==> src/rtl/lomb_pkg.sv <==
// Shared types and constants for the limit order matching book.
// Depends on nothing; used by lomb_front, lomb_engine and the top level.
package lomb_pkg;

  localparam int unsigned ORDER_SLOTS     = 32;
  localparam int unsigned LEVELS_PER_SIDE = 16;
  localparam int unsigned SLOT_W  = $clog2(ORDER_SLOTS);
  localparam int unsigned LVL_W   = $clog2(LEVELS_PER_SIDE);
  localparam int unsigned SCAN_N  = (ORDER_SLOTS > LEVELS_PER_SIDE) ? ORDER_SLOTS
                                                                    : LEVELS_PER_SIDE;
  localparam int unsigned SCAN_W  = $clog2(SCAN_N + 1);
  localparam int unsigned TCNT_W  = $clog2(ORDER_SLOTS + 1);
  localparam int unsigned TOTAL_W = 37;

  localparam logic [1:0] OP_PLACE  = 2'd0;
  localparam logic [1:0] OP_CANCEL = 2'd1;
  localparam logic [1:0] OP_MODIFY = 2'd2;

  typedef enum logic [2:0] {
    CL_PLACE   = 3'd0,
    CL_REJECT  = 3'd1,
    CL_CANCEL  = 3'd2,
    CL_MODIFY  = 3'd3,
    CL_UNKNOWN = 3'd4
  } cls_e;

  typedef enum logic [2:0] {
    RK_TRADE    = 3'd0,
    RK_PLACED   = 3'd1,
    RK_REJECTED = 3'd2,
    RK_APPLIED  = 3'd3,
    RK_IGNORED  = 3'd4,
    RK_FULL     = 3'd5
  } kind_e;

  typedef struct packed {
    cls_e        cls;
    logic        buy;
    logic [15:0] client;
    logic [31:0] price;
    logic [31:0] qty;
    logic [31:0] target;
  } cmd_t;

  typedef struct packed {
    kind_e              kind;
    logic [31:0]        taker_order;
    logic [31:0]        maker_order;
    logic [15:0]        taker_client;
    logic [15:0]        maker_client;
    logic [31:0]        fill_price;
    logic [31:0]        fill_qty;
    logic [31:0]        top_bid_price;
    logic [TOTAL_W-1:0] top_bid_total;
    logic [31:0]        top_ask_price;
    logic [TOTAL_W-1:0] top_ask_total;
    logic               last;
  } row_t;

endpackage

==> src/rtl/lomb_front.sv <==
// Command front end: two-entry queue that classifies each command on entry.
// Depends on lomb_pkg.
module lomb_front (
  input  logic              clk_i,
  input  logic              rst_ni,
  input  logic              in_valid_i,
  output logic              in_ready_o,
  input  logic [1:0]        opcode_i,
  input  logic              buy_side_i,
  input  logic [15:0]       client_i,
  input  logic [31:0]       limit_price_i,
  input  logic [31:0]       quantity_i,
  input  logic [31:0]       target_order_i,
  output logic              cmd_valid_o,
  input  logic              cmd_ready_i,
  output lomb_pkg::cmd_t    cmd_o
);

  lomb_pkg::cmd_t q_q [2];
  logic           wptr_q, rptr_q;
  logic [1:0]     cnt_q;
  lomb_pkg::cmd_t cls_cmd;
  logic           push, pop;

  always_comb begin
    cls_cmd.buy    = buy_side_i;
    cls_cmd.client = client_i;
    cls_cmd.price  = limit_price_i;
    cls_cmd.qty    = quantity_i;
    cls_cmd.target = target_order_i;
    unique case (opcode_i)
      lomb_pkg::OP_PLACE: begin
        cls_cmd.cls = (limit_price_i == 32'd0 || quantity_i == 32'd0) ?
                      lomb_pkg::CL_REJECT : lomb_pkg::CL_PLACE;
      end
      lomb_pkg::OP_CANCEL: cls_cmd.cls = lomb_pkg::CL_CANCEL;
      lomb_pkg::OP_MODIFY: cls_cmd.cls = lomb_pkg::CL_MODIFY;
      default:             cls_cmd.cls = lomb_pkg::CL_UNKNOWN;
    endcase
  end

  assign in_ready_o  = (cnt_q != 2'd2);
  assign cmd_valid_o = (cnt_q != 2'd0);
  assign cmd_o       = q_q[rptr_q];
  assign push        = in_valid_i & in_ready_o;
  assign pop         = cmd_valid_o & cmd_ready_i;

  always_ff @(posedge clk_i or negedge rst_ni) begin
    if (!rst_ni) begin
      wptr_q <= 1'b0;
      rptr_q <= 1'b0;
      cnt_q  <= 2'd0;
    end else begin
      if (push) wptr_q <= ~wptr_q;
      if (pop) rptr_q <= ~rptr_q;
      cnt_q <= cnt_q + {1'b0, push} - {1'b0, pop};
    end
  end

  always_ff @(posedge clk_i) begin
    if (push) q_q[wptr_q] <= cls_cmd;
  end

endmodule

==> config.mk <==
export PLATFORM = sky130hd
export DESIGN_NAME = lomb_front
export DESIGN_NICKNAME = d
export VERILOG_FILES = /design/src/rtl/lomb_pkg.sv /design/src/rtl/lomb_front.sv
export SDC_FILE = /design/constraint.sdc
export NUM_CORES = 1
export LEC_CHECK = 0
export BUFFER_PORTS_ARGS = -buffer_cell sky130_fd_sc_hd__buf_4
export CAP_MARGIN = 20
export CORE_ASPECT_RATIO = 1.2
export CORE_MARGIN = 4
export CORE_UTILIZATION = 45
export CTS_CLUSTER_DIAMETER = 80
export DETAILED_ROUTE_END_ITERATION = 10
export PLACE_DENSITY = 0.7
export SKIP_CTS_REPAIR_TIMING = 1
export SLEW_MARGIN = 10
export SYNTH_ARGS = -nofsm -noshare
export SYNTH_HDL_FRONTEND = slang
export SYNTH_SLANG_ARGS = --single-unit
==> constraint.sdc <==
create_clock -name clk_i -period 6.1 [get_ports clk_i]
set_input_delay 1.22 -clock clk_i [delete_from_list [all_inputs] [get_ports clk_i]]
set_output_delay 1.22 -clock clk_i [all_outputs]
set_load 0.005 [all_outputs]
==> reports/results.tsv <==
stage	metric	value	unit
status	outcome	completed	
global_route	global-route usage over all layers	16.2	%
final_layout	utilization after layout	61.2	%
clock_tree	Clock Sinks	236	
sta	skew final	0.00653	ns
yosys	post-synthesis register bit count	236	
critical_path	Crit Path Class	flop to output pin	
power_and_ir_drop	Comb power frac	29.3	%
power_and_ir_drop	clock share of power	26.5	%
critical_path	CP required	4.88	ns
critical_path	Worst Path Arrival	2.63	ns
routing	Routed WL	18500	um
min_path	Hold Crit Class	flop to flop	
power_and_ir_drop	Seq pwr share	44.2	%
clock_tree	cts bufs inserted	23	
final_layout	Antenna diodes	0	
yosys	Synth area leaders	edfxtp_1, mux2_2, mux2_4, dfrtp_1, nor4_1	
global_route	number of global-route vias before repair	5053	
sta	Max Fclk	260	MHz
power_and_ir_drop	Psw	1.38	mW
floorplanning	Die W	136	um
floorplanning	Starting Density	46.3	%
sta	max-slew violations	0	
sta	relative slew slack	43.5	%
floorplanning	row cnt	55	
sta	setup TNS	0	ns
yosys	Synth Instances	405	
sta	unrepaired setup endpoints after global routing	false	
final_layout	fillcell total	1439	
placement	DP HPWL	12800	um
routing	antenna-violating nets left	0	
sta	post-route setup slack	2.25	ns
sta	Worst-Margin Slew	0.848	ns
critical_path	Crit. End Element	output pin	
global_route	global-route wire length before repair	27500	um
critical_path	CP startpoint kind	flop	
global_route	initial antenna violation count	0	
yosys	Seq/Total Area, Yosys	79.8	%
placement	final RePlAce weighted congestion	0.772	
clock_tree	TritonCTS clock tree	yes	
flow_run	max-cap viol count	0	
sta	final setup fails	0	
sta	fin crit share	63.1	%
floorplanning	I/O Pins	237	
floorplanning	DIE AREA	22000	um^2
floorplanning	core area	19100	um^2
routing	via density per instance	5.00	
global_route	GRT met3 Usage	4.15	%
routing	DR pass1 iterations	4	
yosys	synth warn	0	
critical_path	critical path peak fanout	56	
final_layout	post-synthesis to final-layout area growth	32.2	%
global_route	met2 GRT Util	29.5	%
routing	DR WL/cell	19.9	um
clock_tree	clk buf depth	3	
routing	total number of vias	4652	
clock_tree	CTS H-tree depth	1	
global_route	met1 GRT Util	18.2	%
sta	post-layout min period	3.85	ns
yosys	Synth cell types	20	
routing	DRC Markers	0	
yosys	syn_nets	528	
final_layout	fraction of layout cells with a size suffix above 1	58.9	%
global_route	gr busiest metal	met2	
power_and_ir_drop	leak pwr	4.43	nW
power_and_ir_drop	Switching Fraction	25.6	%
power_and_ir_drop	Pwr Density	462	nW/um^2
clock_tree	Worst-path clk slew	0.06	ns
placement	Post-Place Worst Slack	2.76	ns
floorplanning	die height	162	um
final_layout	Layout Nets	782	
placement	port bufs	236	
power_and_ir_drop	Peak supply drop	437	uV
final_layout	Design Area, Final	11700	um^2
global_route	gr ovfl total	0	
global_route	largest net degree at the start of global routing	79	
yosys	Mapped Area	8850	um^2
clock_tree	Worst-Skew Late Latency	0.49	ns
routing	Iteration-0 DRC Markers	246	
power_and_ir_drop	Pint	4.02	mW
critical_path	flop-to-flop setup slack	3.90	ns
placement	Placed Area	10900	um^2
yosys	post-synth top area cell	edfxtp_1	
clock_tree	Root Buffer	clkbuf_16	
yosys	Yosys top cell area share	78.7	%
sta	Final Hold Viols	0	
yosys	Mean Syn Cell Area	21.9	um^2
[final cells by class]
| type | count | area (um^2) | share of cell area [%] |
|---|---|---|---|
| flip-flops and latches | 236 | 7070 | 60.4 |
| repair buffers | 242 | 1840 | 15.7 |
| multi-input cells | 153 | 1690 | 14.5 |
| clock buffers | 28 | 614 | 5.25 |
| well taps | 256 | 320 | 2.74 |
| clock inverters | 12 | 156 | 1.34 |
| inverters | 3 | 11.3 | 0.0962 |
[critical path, cell delays in order (launching register included)]
cell	delay, ns
dfrtp_4	0.98
buf_4	0.56
mux2_2	0.42
buf_4	0.14
[flip-flops by register name (all words and copies together), names as in the netlist]
| register | flops |
|---|---|
| cnt_q | 2 |
| q_q | 232 |
| rptr_q | 1 |
| wptr_q | 1 |
[final timing paths]
kind                       startpoint         end  depth (start not counted)
min in group asynchronous      rst_ni      wptr_q                          1
hold / removal               cnt_q[1]    cnt_q[1]                          1
hold reg to reg              cnt_q[1]    cnt_q[1]                          1
setup reg to reg             cnt_q[1]  q_q[1][14]                          4
max in group asynchronous      rst_ni      rptr_q                          1
setup / recovery               rptr_q  cmd_o[115]                          3
[layout by cell type (no fill, tap or decap), drive strengths merged]
master,instances
xnor2,3
or2,1
nand2,1
o22ai,1
xor2,1
buf,242
inv,3
edfxtp,232
mux2,116
a31o,1
nand4,4
dfrtp,4
clkinv,8
ha,4
bufinv,4
nand2b,1
nor4,16
clkbuf,28
nor2,2
and3,1
and2,1
[synth_stat cells]
cell      instances
and3_1            1
dfrtp_1           4
a31o_2            1
o22ai_1           1
xor2_1            1
buf_2             8
nand2_1           1
inv_1             3
and2_1            1
mux2_4           30
nand2b_1          1
mux2_2           86
buf_6             5
nor2_1            2
or2_2             1
ha_1              4
nor4_1           16
nand4_1           4
xnor2_1           3
edfxtp_1        232
[power by group through the flow]
stage | registers [mW] | clock network, mW | logic (mW)
after detailed placement | 2.44 | 0 | 1.60
final | 2.39 | 1.43 | 1.58
after floorplan | 2.35 | 0 | 0.909
after global placement | 2.41 | 0 | 1.58
after global routing | 2.43 | 1.54 | 1.71
after CTS | 2.40 | 1.47 | 1.61
[metal layers]
layer	share of wire, %	vias to the layer above
li1	-	2126
met5	0	-
met2	54	180
met4	3.3	0
met1	35	2312
met3	7.2	34
[logic make-up after synthesis]
family          synth area share [%]
xor+xnor                       0.396
fa+ha+maj                      0.565
simple gates                    1.82
compound gates                 0.170
flops                           79.8
mux                             16.0
buf+inv                         1.22
[per-stage QoR]
stage / hold slack (ns) / std cells / power [mW]
3_5_place_dp: 0.492 / 889 / 4.04
4_1_cts: 0.490 / 929 / 5.48
5_1_grt: 0.487 / 930 / 5.68
3_3_place_gp: 0.486 / 889 / 3.99
2_1_floorplan: 0.460 / 405 / 3.26
6_report: 0.502 / 930 / 5.41
Note: power is estimated with default switching activity, not from simulation.
